[src/hdl/safl_pkg.sv]
// ----------------------------------------------------------------------------
// safl_pkg
// Shared types, constants and command/status bundles for the slot allocator.
// ----------------------------------------------------------------------------
`default_nettype none

package safl_pkg;

    localparam int SLOTS  = 64;
    localparam int IDX_W  = $clog2(SLOTS);
    localparam int LINK_W = $clog2(SLOTS + 1);

    localparam int ACTION_W = 2;
    localparam int OWNER_W  = 31;
    localparam int STATUS_W = 2;
    localparam int SLOT_W   = 6;
    localparam int COUNT_W  = 7;

    typedef logic [IDX_W-1:0]   idx_t;
    typedef logic [LINK_W-1:0]  link_t;
    typedef logic [OWNER_W-1:0] owner_t;

    // null link: one past the last slot
    localparam link_t NIL_LINK = link_t'(SLOTS);

    typedef enum logic [ACTION_W-1:0] {
        ACT_ALLOC = 2'd0,
        ACT_FREE  = 2'd1,
        ACT_FIND  = 2'd2
    } action_t;

    typedef enum logic [STATUS_W-1:0] {
        ST_OK        = 2'd0,
        ST_FULL      = 2'd1,
        ST_NOT_ALLOC = 2'd2,
        ST_NOT_FOUND = 2'd3
    } status_t;

    typedef enum logic [1:0] {
        RD_USED_HEAD,
        RD_FREE_HEAD,
        RD_TARGET,
        RD_LINK
    } rd_sel_t;

    typedef enum logic [1:0] {
        WR_NONE,
        WR_ALLOC,
        WR_UNLINK,
        WR_PUSH
    } wr_sel_t;

    typedef enum logic [1:0] {
        SLOT_ZERO,
        SLOT_FREE_HEAD,
        SLOT_TARGET,
        SLOT_CUR
    } slot_sel_t;

    typedef enum logic [3:0] {
        S_IDLE,
        S_DISPATCH,
        S_ALLOC_WR,
        S_FREE_HEAD_UNLINK,
        S_FREE_WALK,
        S_FREE_TGT,
        S_FREE_PUSH,
        S_FIND_WALK,
        S_RESP
    } state_t;

    typedef struct packed {
        logic      latch;
        rd_sel_t   rd_sel;
        wr_sel_t   wr_sel;
        logic      cur_ld_head;
        logic      cur_ld_link;
        logic      uh_ld_free;
        logic      uh_ld_link;
        logic      fh_ld_link;
        logic      fh_ld_target;
        logic      count_inc;
        logic      count_dec;
        logic      resp_ld;
        status_t   resp_status;
        slot_sel_t resp_slot;
    } safl_cmd_t;

    typedef struct packed {
        action_t action;
        logic    free_nil;
        logic    used_nil;
        logic    used_head_is_target;
        logic    link_is_target;
        logic    link_nil;
        logic    owner_match;
    } safl_sts_t;

endpackage

`default_nettype wire

[src/hdl/slot_allocator_free_used_lists.sv]
// ----------------------------------------------------------------------------
// slot_allocator_free_used_lists
// Slot allocator over 64 slots kept on linked free and used lists.
// ----------------------------------------------------------------------------
// One request is handled at a time. Allocate reads the free-list head and then
// writes it onto the used list; a failed allocate or the unused action code goes
// straight to the result. Free of the used-list head unlinks it and pushes it on
// the free list; any other free or a find walks the used list through the link
// memory, one node per cycle, over up to 64 nodes, and a successful free then
// unlinks the target before the push. The walk rate is set by the single
// registered read port of the link memory. A new request is accepted the cycle
// after the result beat is taken. No clearing pass is needed after reset.
`default_nettype none

module slot_allocator_free_used_lists (
    input  wire logic        aclk,
    input  wire logic        aresetn,
    input  wire logic        s_valid,
    output logic             s_ready,
    input  wire logic [1:0]  s_action,
    input  wire logic [5:0]  s_slot_index,
    input  wire logic [30:0] s_owner_id,
    output logic             m_valid,
    input  wire logic        m_ready,
    output logic [1:0]       m_status,
    output logic [5:0]       m_slot_out,
    output logic [6:0]       m_in_use_count,
    output logic [6:0]       m_peak_count
);

    safl_pkg::safl_cmd_t cmd;
    safl_pkg::safl_sts_t sts;

    safl_ctrl u_ctrl (
        .aclk    (aclk),
        .aresetn (aresetn),
        .s_valid (s_valid),
        .s_ready (s_ready),
        .m_valid (m_valid),
        .m_ready (m_ready),
        .sts     (sts),
        .cmd     (cmd)
    );

    safl_dp u_dp (
        .aclk           (aclk),
        .aresetn        (aresetn),
        .cmd            (cmd),
        .sts            (sts),
        .s_action       (s_action),
        .s_slot_index   (s_slot_index),
        .s_owner_id     (s_owner_id),
        .m_status       (m_status),
        .m_slot_out     (m_slot_out),
        .m_in_use_count (m_in_use_count),
        .m_peak_count   (m_peak_count)
    );

endmodule

`default_nettype wire

[src/hdl/safl_dp.sv]
// ----------------------------------------------------------------------------
// safl_dp
// Datapath: link and owner memories, list heads, counters and result register.
// ----------------------------------------------------------------------------
`default_nettype none

module safl_dp (
    input  wire logic                     aclk,
    input  wire logic                     aresetn,
    input  wire safl_pkg::safl_cmd_t      cmd,
    output safl_pkg::safl_sts_t           sts,
    input  wire logic [1:0]               s_action,
    input  wire logic [5:0]               s_slot_index,
    input  wire logic [30:0]              s_owner_id,
    output logic [1:0]                    m_status,
    output logic [5:0]                    m_slot_out,
    output logic [6:0]                    m_in_use_count,
    output logic [6:0]                    m_peak_count
);

    safl_pkg::link_t  link_mem [safl_pkg::SLOTS];
    safl_pkg::owner_t owner_mem [safl_pkg::SLOTS];
    logic [safl_pkg::SLOTS-1:0] link_valid_reg;

    logic [1:0]         action_reg;
    safl_pkg::idx_t     target_reg;
    safl_pkg::owner_t   owner_reg;
    safl_pkg::link_t    free_head_reg, used_head_reg, cur_reg;
    safl_pkg::link_t    used_count_reg, peak_reg;
    safl_pkg::link_t    link_q;
    safl_pkg::owner_t   owner_q;
    safl_pkg::status_t  resp_status_reg;
    safl_pkg::idx_t     resp_slot_reg;

    safl_pkg::idx_t     rd_addr;
    safl_pkg::idx_t     wr_addr;
    safl_pkg::link_t    wr_data;
    logic               link_we, owner_we;
    safl_pkg::link_t    count_inc_val;
    safl_pkg::idx_t     resp_slot_next;

    // read address mux
    always_comb begin
        case (cmd.rd_sel)
            safl_pkg::RD_USED_HEAD: rd_addr = used_head_reg[safl_pkg::IDX_W-1:0];
            safl_pkg::RD_FREE_HEAD: rd_addr = free_head_reg[safl_pkg::IDX_W-1:0];
            safl_pkg::RD_TARGET:    rd_addr = target_reg;
            safl_pkg::RD_LINK:      rd_addr = link_q[safl_pkg::IDX_W-1:0];
            default:                rd_addr = target_reg;
        endcase
    end

    always_comb begin
        link_we  = 1'b0;
        owner_we = 1'b0;
        wr_addr  = target_reg;
        wr_data  = free_head_reg;
        case (cmd.wr_sel)
            safl_pkg::WR_ALLOC: begin
                link_we  = 1'b1;
                owner_we = 1'b1;
                wr_addr  = free_head_reg[safl_pkg::IDX_W-1:0];
                wr_data  = used_head_reg;
            end
            safl_pkg::WR_UNLINK: begin
                link_we = 1'b1;
                wr_addr = cur_reg[safl_pkg::IDX_W-1:0];
                wr_data = link_q;
            end
            safl_pkg::WR_PUSH: begin
                link_we = 1'b1;
                wr_addr = target_reg;
                wr_data = free_head_reg;
            end
            default: begin
                link_we = 1'b0;
            end
        endcase
    end

    // memories
    always_ff @(posedge aclk) begin
        if (link_we) begin
            link_mem[wr_addr] <= wr_data;
        end
        if (owner_we) begin
            owner_mem[wr_addr] <= owner_reg;
        end
        owner_q <= owner_mem[rd_addr];
        // an unwritten entry still holds its reset chain link
        link_q  <= link_valid_reg[rd_addr] ? link_mem[rd_addr]
                                           : safl_pkg::link_t'(rd_addr) + safl_pkg::link_t'(1);
    end

    always_ff @(posedge aclk) begin
        if (!aresetn) begin
            link_valid_reg <= '0;
        end else if (link_we) begin
            link_valid_reg[wr_addr] <= 1'b1;
        end
    end

    always_ff @(posedge aclk) begin
        if (cmd.latch) begin
            action_reg <= s_action;
            target_reg <= s_slot_index;
            owner_reg  <= s_owner_id;
        end
        if (cmd.cur_ld_head) begin
            cur_reg <= used_head_reg;
        end else if (cmd.cur_ld_link) begin
            cur_reg <= link_q;
        end
    end

    assign count_inc_val = used_count_reg + safl_pkg::link_t'(1);

    always_ff @(posedge aclk) begin
        if (!aresetn) begin
            free_head_reg  <= '0;
            used_head_reg  <= safl_pkg::NIL_LINK;
            used_count_reg <= '0;
            peak_reg       <= '0;
        end else begin
            if (cmd.fh_ld_link) begin
                free_head_reg <= link_q;
            end else if (cmd.fh_ld_target) begin
                free_head_reg <= safl_pkg::link_t'(target_reg);
            end
            if (cmd.uh_ld_free) begin
                used_head_reg <= free_head_reg;
            end else if (cmd.uh_ld_link) begin
                used_head_reg <= link_q;
            end
            if (cmd.count_inc) begin
                used_count_reg <= count_inc_val;
                if (count_inc_val > peak_reg) begin
                    peak_reg <= count_inc_val;
                end
            end else if (cmd.count_dec && used_count_reg != '0) begin
                used_count_reg <= used_count_reg - safl_pkg::link_t'(1);
            end
        end
    end

    always_comb begin
        case (cmd.resp_slot)
            safl_pkg::SLOT_ZERO:      resp_slot_next = '0;
            safl_pkg::SLOT_FREE_HEAD: resp_slot_next = free_head_reg[safl_pkg::IDX_W-1:0];
            safl_pkg::SLOT_TARGET:    resp_slot_next = target_reg;
            safl_pkg::SLOT_CUR:       resp_slot_next = cur_reg[safl_pkg::IDX_W-1:0];
            default:                  resp_slot_next = '0;
        endcase
    end

    always_ff @(posedge aclk) begin
        if (cmd.resp_ld) begin
            resp_status_reg <= cmd.resp_status;
            resp_slot_reg   <= resp_slot_next;
        end
    end

    assign sts.action              = safl_pkg::action_t'(action_reg);
    assign sts.free_nil            = (free_head_reg == safl_pkg::NIL_LINK);
    assign sts.used_nil            = (used_head_reg == safl_pkg::NIL_LINK);
    assign sts.used_head_is_target = (used_head_reg == safl_pkg::link_t'(target_reg));
    assign sts.link_is_target      = (link_q == safl_pkg::link_t'(target_reg));
    assign sts.link_nil            = (link_q == safl_pkg::NIL_LINK);
    assign sts.owner_match         = (owner_q == owner_reg);

    assign m_status       = resp_status_reg;
    assign m_slot_out     = 6'(resp_slot_reg);
    assign m_in_use_count = 7'(used_count_reg);
    assign m_peak_count   = 7'(peak_reg);

endmodule

`default_nettype wire

[src/hdl/safl_ctrl.sv]
// ----------------------------------------------------------------------------
// safl_ctrl
// Controller: sequences allocate, free and find over the datapath.
// ----------------------------------------------------------------------------
`default_nettype none

module safl_ctrl (
    input  wire logic                 aclk,
    input  wire logic                 aresetn,
    input  wire logic                 s_valid,
    output logic                      s_ready,
    output logic                      m_valid,
    input  wire logic                 m_ready,
    input  wire safl_pkg::safl_sts_t  sts,
    output safl_pkg::safl_cmd_t       cmd
);

    safl_pkg::state_t state_reg, state_next;

    always_ff @(posedge aclk) begin
        if (!aresetn) begin
            state_reg <= safl_pkg::S_IDLE;
        end else begin
            state_reg <= state_next;
        end
    end

    always_comb begin
        state_next = state_reg;
        cmd        = '0;
        s_ready    = 1'b0;
        m_valid    = 1'b0;
        case (state_reg)
            safl_pkg::S_IDLE: begin
                s_ready = 1'b1;
                if (s_valid) begin
                    cmd.latch  = 1'b1;
                    state_next = safl_pkg::S_DISPATCH;
                end
            end
            safl_pkg::S_DISPATCH: begin
                case (sts.action)
                    safl_pkg::ACT_ALLOC: begin
                        if (sts.free_nil) begin
                            cmd.resp_ld     = 1'b1;
                            cmd.resp_status = safl_pkg::ST_FULL;
                            cmd.resp_slot   = safl_pkg::SLOT_ZERO;
                            state_next      = safl_pkg::S_RESP;
                        end else begin
                            cmd.rd_sel = safl_pkg::RD_FREE_HEAD;
                            state_next = safl_pkg::S_ALLOC_WR;
                        end
                    end
                    safl_pkg::ACT_FREE: begin
                        if (sts.used_nil) begin
                            cmd.resp_ld     = 1'b1;
                            cmd.resp_status = safl_pkg::ST_NOT_ALLOC;
                            cmd.resp_slot   = safl_pkg::SLOT_ZERO;
                            state_next      = safl_pkg::S_RESP;
                        end else if (sts.used_head_is_target) begin
                            cmd.rd_sel = safl_pkg::RD_TARGET;
                            state_next = safl_pkg::S_FREE_HEAD_UNLINK;
                        end else begin
                            cmd.rd_sel      = safl_pkg::RD_USED_HEAD;
                            cmd.cur_ld_head = 1'b1;
                            state_next      = safl_pkg::S_FREE_WALK;
                        end
                    end
                    safl_pkg::ACT_FIND: begin
                        if (sts.used_nil) begin
                            cmd.resp_ld     = 1'b1;
                            cmd.resp_status = safl_pkg::ST_NOT_FOUND;
                            cmd.resp_slot   = safl_pkg::SLOT_ZERO;
                            state_next      = safl_pkg::S_RESP;
                        end else begin
                            cmd.rd_sel      = safl_pkg::RD_USED_HEAD;
                            cmd.cur_ld_head = 1'b1;
                            state_next      = safl_pkg::S_FIND_WALK;
                        end
                    end
                    default: begin
                        // unused action: report counts only
                        cmd.resp_ld     = 1'b1;
                        cmd.resp_status = safl_pkg::ST_OK;
                        cmd.resp_slot   = safl_pkg::SLOT_ZERO;
                        state_next      = safl_pkg::S_RESP;
                    end
                endcase
            end
            safl_pkg::S_ALLOC_WR: begin
                cmd.wr_sel      = safl_pkg::WR_ALLOC;
                cmd.uh_ld_free  = 1'b1;
                cmd.fh_ld_link  = 1'b1;
                cmd.count_inc   = 1'b1;
                cmd.resp_ld     = 1'b1;
                cmd.resp_status = safl_pkg::ST_OK;
                cmd.resp_slot   = safl_pkg::SLOT_FREE_HEAD;
                state_next      = safl_pkg::S_RESP;
            end
            safl_pkg::S_FREE_HEAD_UNLINK: begin
                cmd.uh_ld_link = 1'b1;
                state_next     = safl_pkg::S_FREE_PUSH;
            end
            safl_pkg::S_FREE_WALK: begin
                // cur holds the candidate predecessor, link_q its next link
                if (sts.link_is_target) begin
                    cmd.rd_sel = safl_pkg::RD_TARGET;
                    state_next = safl_pkg::S_FREE_TGT;
                end else if (sts.link_nil) begin
                    cmd.resp_ld     = 1'b1;
                    cmd.resp_status = safl_pkg::ST_NOT_ALLOC;
                    cmd.resp_slot   = safl_pkg::SLOT_ZERO;
                    state_next      = safl_pkg::S_RESP;
                end else begin
                    cmd.rd_sel      = safl_pkg::RD_LINK;
                    cmd.cur_ld_link = 1'b1;
                end
            end
            safl_pkg::S_FREE_TGT: begin
                cmd.wr_sel = safl_pkg::WR_UNLINK;
                state_next = safl_pkg::S_FREE_PUSH;
            end
            safl_pkg::S_FREE_PUSH: begin
                cmd.wr_sel       = safl_pkg::WR_PUSH;
                cmd.fh_ld_target = 1'b1;
                cmd.count_dec    = 1'b1;
                cmd.resp_ld      = 1'b1;
                cmd.resp_status  = safl_pkg::ST_OK;
                cmd.resp_slot    = safl_pkg::SLOT_TARGET;
                state_next       = safl_pkg::S_RESP;
            end
            safl_pkg::S_FIND_WALK: begin
                if (sts.owner_match) begin
                    cmd.resp_ld     = 1'b1;
                    cmd.resp_status = safl_pkg::ST_OK;
                    cmd.resp_slot   = safl_pkg::SLOT_CUR;
                    state_next      = safl_pkg::S_RESP;
                end else if (sts.link_nil) begin
                    cmd.resp_ld     = 1'b1;
                    cmd.resp_status = safl_pkg::ST_NOT_FOUND;
                    cmd.resp_slot   = safl_pkg::SLOT_ZERO;
                    state_next      = safl_pkg::S_RESP;
                end else begin
                    cmd.rd_sel      = safl_pkg::RD_LINK;
                    cmd.cur_ld_link = 1'b1;
                end
            end
            safl_pkg::S_RESP: begin
                m_valid = 1'b1;
                if (m_ready) begin
                    state_next = safl_pkg::S_IDLE;
                end
            end
            default: begin
                state_next = safl_pkg::S_IDLE;
            end
        endcase
    end

endmodule

`default_nettype wire

[config.mk]
export PLATFORM = sky130hd
export DESIGN_NAME = slot_allocator_free_used_lists
export DESIGN_NICKNAME = d
export VERILOG_FILES = /design/src/hdl/safl_pkg.sv /design/src/hdl/slot_allocator_free_used_lists.sv /design/src/hdl/safl_dp.sv /design/src/hdl/safl_ctrl.sv
export SDC_FILE = /design/constraint.sdc
export NUM_CORES = 2
export LEC_CHECK = 0
export BUFFER_PORTS_ARGS = -buffer_cell sky130_fd_sc_hd__buf_2
export CAP_MARGIN = 10
export CORE_MARGIN = 2
export CORE_UTILIZATION = 35
export CTS_CLUSTER_SIZE = 20
export DETAILED_ROUTE_END_ITERATION = 10
export GPL_ROUTABILITY_DRIVEN = 0
export PLACE_DENSITY = 0.56
export RECOVER_POWER = 50
export SYNTH_ARGS = -nofsm -noshare
export SYNTH_HDL_FRONTEND = slang
export SYNTH_HIERARCHICAL = 1
export SYNTH_SLANG_ARGS = --single-unit
[constraint.sdc]
create_clock -name aclk -period 14.1 [get_ports aclk]
set_input_delay 0 -clock aclk [delete_from_list [all_inputs] [get_ports aclk]]
set_output_delay 0 -clock aclk [all_outputs]
set_load 0.05 [all_outputs]
==> results.sh <==
export IMPL_critPathMaxStageDelay_ns=2.12
export IMPL_final_common_cell="edfxtp_1"
export IMPL_reg2reg_from="u_dp/owner_reg[4]"
export IMPL_synth_edf_count=2485
export IMPL_synth_area_mux_share=0.162
export IMPL_largest_register_ffs=1984
export IMPL_path_max_fanout=106
export IMPL_synthSimpleGateAreaFrac=0.0294
export IMPL_grt_setup_unrepaired="no"
export IMPL_ys_seq_area_frac=0.763
export IMPL_die_h_um=542
export IMPL_cts_tree="built"
export IMPL_slew_headroom=-1.51
export IMPL_cap_viol_max_count=45
export IMPL_power_density_nw_per_um2=140
export IMPL_finalSetupViolCount=0
export IMPL_final_cell_mix="edfxtp_1, mux4_2, clkbuf_16, nor2_1, nand2_1"
export IMPL_io_pins=67
export IMPL_grt_max_degree=112
export IMPL_ir_drop_uv=87.5
export IMPL_yosysUniqueCellTypes=67
export IMPL_synth_compound_area_share=0.0250
export IMPL_ant_nets=0
export IMPL_status="complete, but fails checks"
export IMPL_clock_path_buffers=4
export IMPL_wirelength_um=283000
export IMPL_path_clk_slew_ns=0.07
export IMPL_dr_total_vias=51000
export IMPL_synthesis_nets=4926
export IMPL_worstMarginPinSlew_ns=3.76
export IMPL_cts_root_buffer="clkbuf_16"
export IMPL_synthXorXnorAreaFrac=0.00501
export IMPL_min_path_type="in -> reg"
export IMPL_utilization=0.404
export IMPL_end_kind="flip-flop"
export IMPL_start_kind="flip-flop"
export IMPL_violations="max-capacitance violations, max-slew violations"
export IMPL_grt_overflow=0
export IMPL_power_leakage_uw=0.0357
export IMPL_syn_to_final_growth_pct=14.8
export IMPL_fin_area_um2=116000
export IMPL_die_x_um=542
export IMPL_fmax_ghz=0.0973
export IMPL_synth_avg_cell_area_um2=20.8
export IMPL_syn_inst=4866
export IMPL_fin_nets=5264
export IMPL_grt_pass1_wl_um=394000
export IMPL_worst_skew_pair_late_latency_ns=0.85
export IMPL_synth_area_um2=101000
export IMPL_post_route_period_util=0.729
export IMPL_synth_fa_ha_area_frac=0.00210
export IMPL_via_per_inst=5.55
export IMPL_cts_resized_gates=0
export IMPL_crit_arrival_ns=10.97
export IMPL_holdBufCountCts=82
export IMPL_hold_start="s_owner_id[22]"
export IMPL_antenna_found_initial=12
export IMPL_cp_startpoint="u_dp/owner_reg[4]"
export IMPL_critPathKind="reg -> reg"
export IMPL_cts_inserted_buffers=271
export IMPL_port_buffer_count=66
export IMPL_cpMaxStageDelayCell="clkbuf_1"
export IMPL_cts_sinks=2619
export IMPL_synthFlopType="edfxtp_1"
export IMPL_path_cells="clkbuf_1 -> xor2_1 -> nor4_1 -> nand4_1 -> nor4_2 -> buf_4 -> and3b_1 -> o21ai_1 -> nor2_1 -> a21o_1 -> mux4_4 -> buf_4 -> buf_12 -> mux4_2 -> and2_1 -> a211oi_1 -> a311oi_1 -> a211oi_1 -> a21oi_1"
export IMPL_coreArea_um2=288000
export IMPL_grt_pass1_vias=50800
export IMPL_cp_required_ns=14.79
export IMPL_die_area_um2=294000
export IMPL_grt_util_all_layers=0.189
export IMPL_htree_levels=5
export IMPL_hold_viol_final=0
export IMPL_drtIter0Drc=6241
export IMPL_ys_ff_latch=2619
export IMPL_wl_per_cell_um=30.8
export IMPL_ys_warnings_count=6
export IMPL_setup_tns_ns=0
export IMPL_row_count=197
export IMPL_slew_viol_final=2471
export IMPL_power_uw=16300
export IMPL_synth_top_family_by_area="multiplexers"
export IMPL_post_route_min_period_ns=10.28
export IMPL_drc_errors=0
export IMPL_dp_hpwl_um=154000
export IMPL_place_area_um2=107000
export IMPL_cts_setup_buffers=0
export IMPL_drive_above_1_share=0.240
export IMPL_start_util=0.352
export IMPL_firstDrtPassIters=5
export IMPL_fin_skew_ns=0.0624
export IMPL_postSynth_asyncResetShare=0
==> synthesized netlist by cell type, types with 39 or more instances <==
cell type,number,area [µm²]
dfxtp_1,134,2680
a21oi_1,64,320
edfxtp_1,2485,74600
a211oi_1,63,473
xor2_1,39,342
buf_2,97,485
o22ai_1,52,325
nand3_1,47,235
nand2_1,209,785
mux2i_1,180,1800
mux4_2,639,14400
nor2_1,279,1050
o21a_1,44,330
clkbuf_1,114,428
==> layout make-up <==
cell class,count,area (µm²)
tap,3781,4730
fill,25400,172000
sequential,2619,77300
clock inverter,111,977
timing repair buffer,339,2380
inverter,17,63.8
antenna,3,7.51
clock buffer,359,7540
multi-input combinational,1956,23300
==> per-layer routing <==
| layer | up-vias | global-route usage | part of all wire |
|---|---|---|---|
| li1 | 20800 | - | - |
| met1 | 27700 | 0.262 | 0.41 |
| met2 | 2129 | 0.308 | 0.48 |
| met3 | 414 | 0.0312 | 0.077 |
| met4 | 4 | 0.0560 | 0.031 |
| met5 | - | 0 | 0.000050 |
==> critical path, delay by kind of cell (launching register included) <==
kind	cells	cell delay (ns)
multiplexers	2	1.50
buffers and inverters	4	3.69
flip-flops	1	0.32
AO/OA/AOI/OAI	6	1.86
AND/OR/NAND/NOR	6	2.06
XOR/XNOR	1	0.21
==> kinds of logic (layout without fill, tap and decap cells) <==
kind of cell / Yosys count / in the layout
AOI/OAI and AO/OA: 364 / 364
xor gates and xnor gates: 58 / 58
adders and majority gates: 17 / 17
buffers and inverters: 291 / 826
DFF: 2619 / 2619
muxes: 840 / 840
other: 0 / 3
and+or+nand+nor: 677 / 677
==> worst paths after layout <==
check / endpoint / slack [ns] / cells after the start
setup / recovery: u_dp/owner_q[18] / 3.82 / 19
hold / removal: u_dp/owner_reg[22] / 0.29 / 2
setup reg to reg: u_dp/owner_q[18] / 3.82 / 19
hold reg to reg: u_dp/link_valid_reg[50] / 0.45 / 1
==> where the power goes <==
part           total, µW  leakage [µW]  internal (µW)  switching, µW
Sequential          8730        0.0236           8700           27.1
Combinational        615       0.00795            131            484
Clock               6980       0.00418           4050           2930
==> per-stage QoR <==
step / std cells / worst slack [ns] / hold WS [ns]
floorplan: 4866 / 8.97 / 0.0989
global placement: 8628 / 4.97 / 0.177
detailed placement: 8629 / 5.55 / 0.179
CTS: 9181 / 5.56 / 0.0778
global route: 9183 / 3.49 / 0.324
finish: 9185 / 3.82 / 0.291
Power figures use the tool's default switching activity.
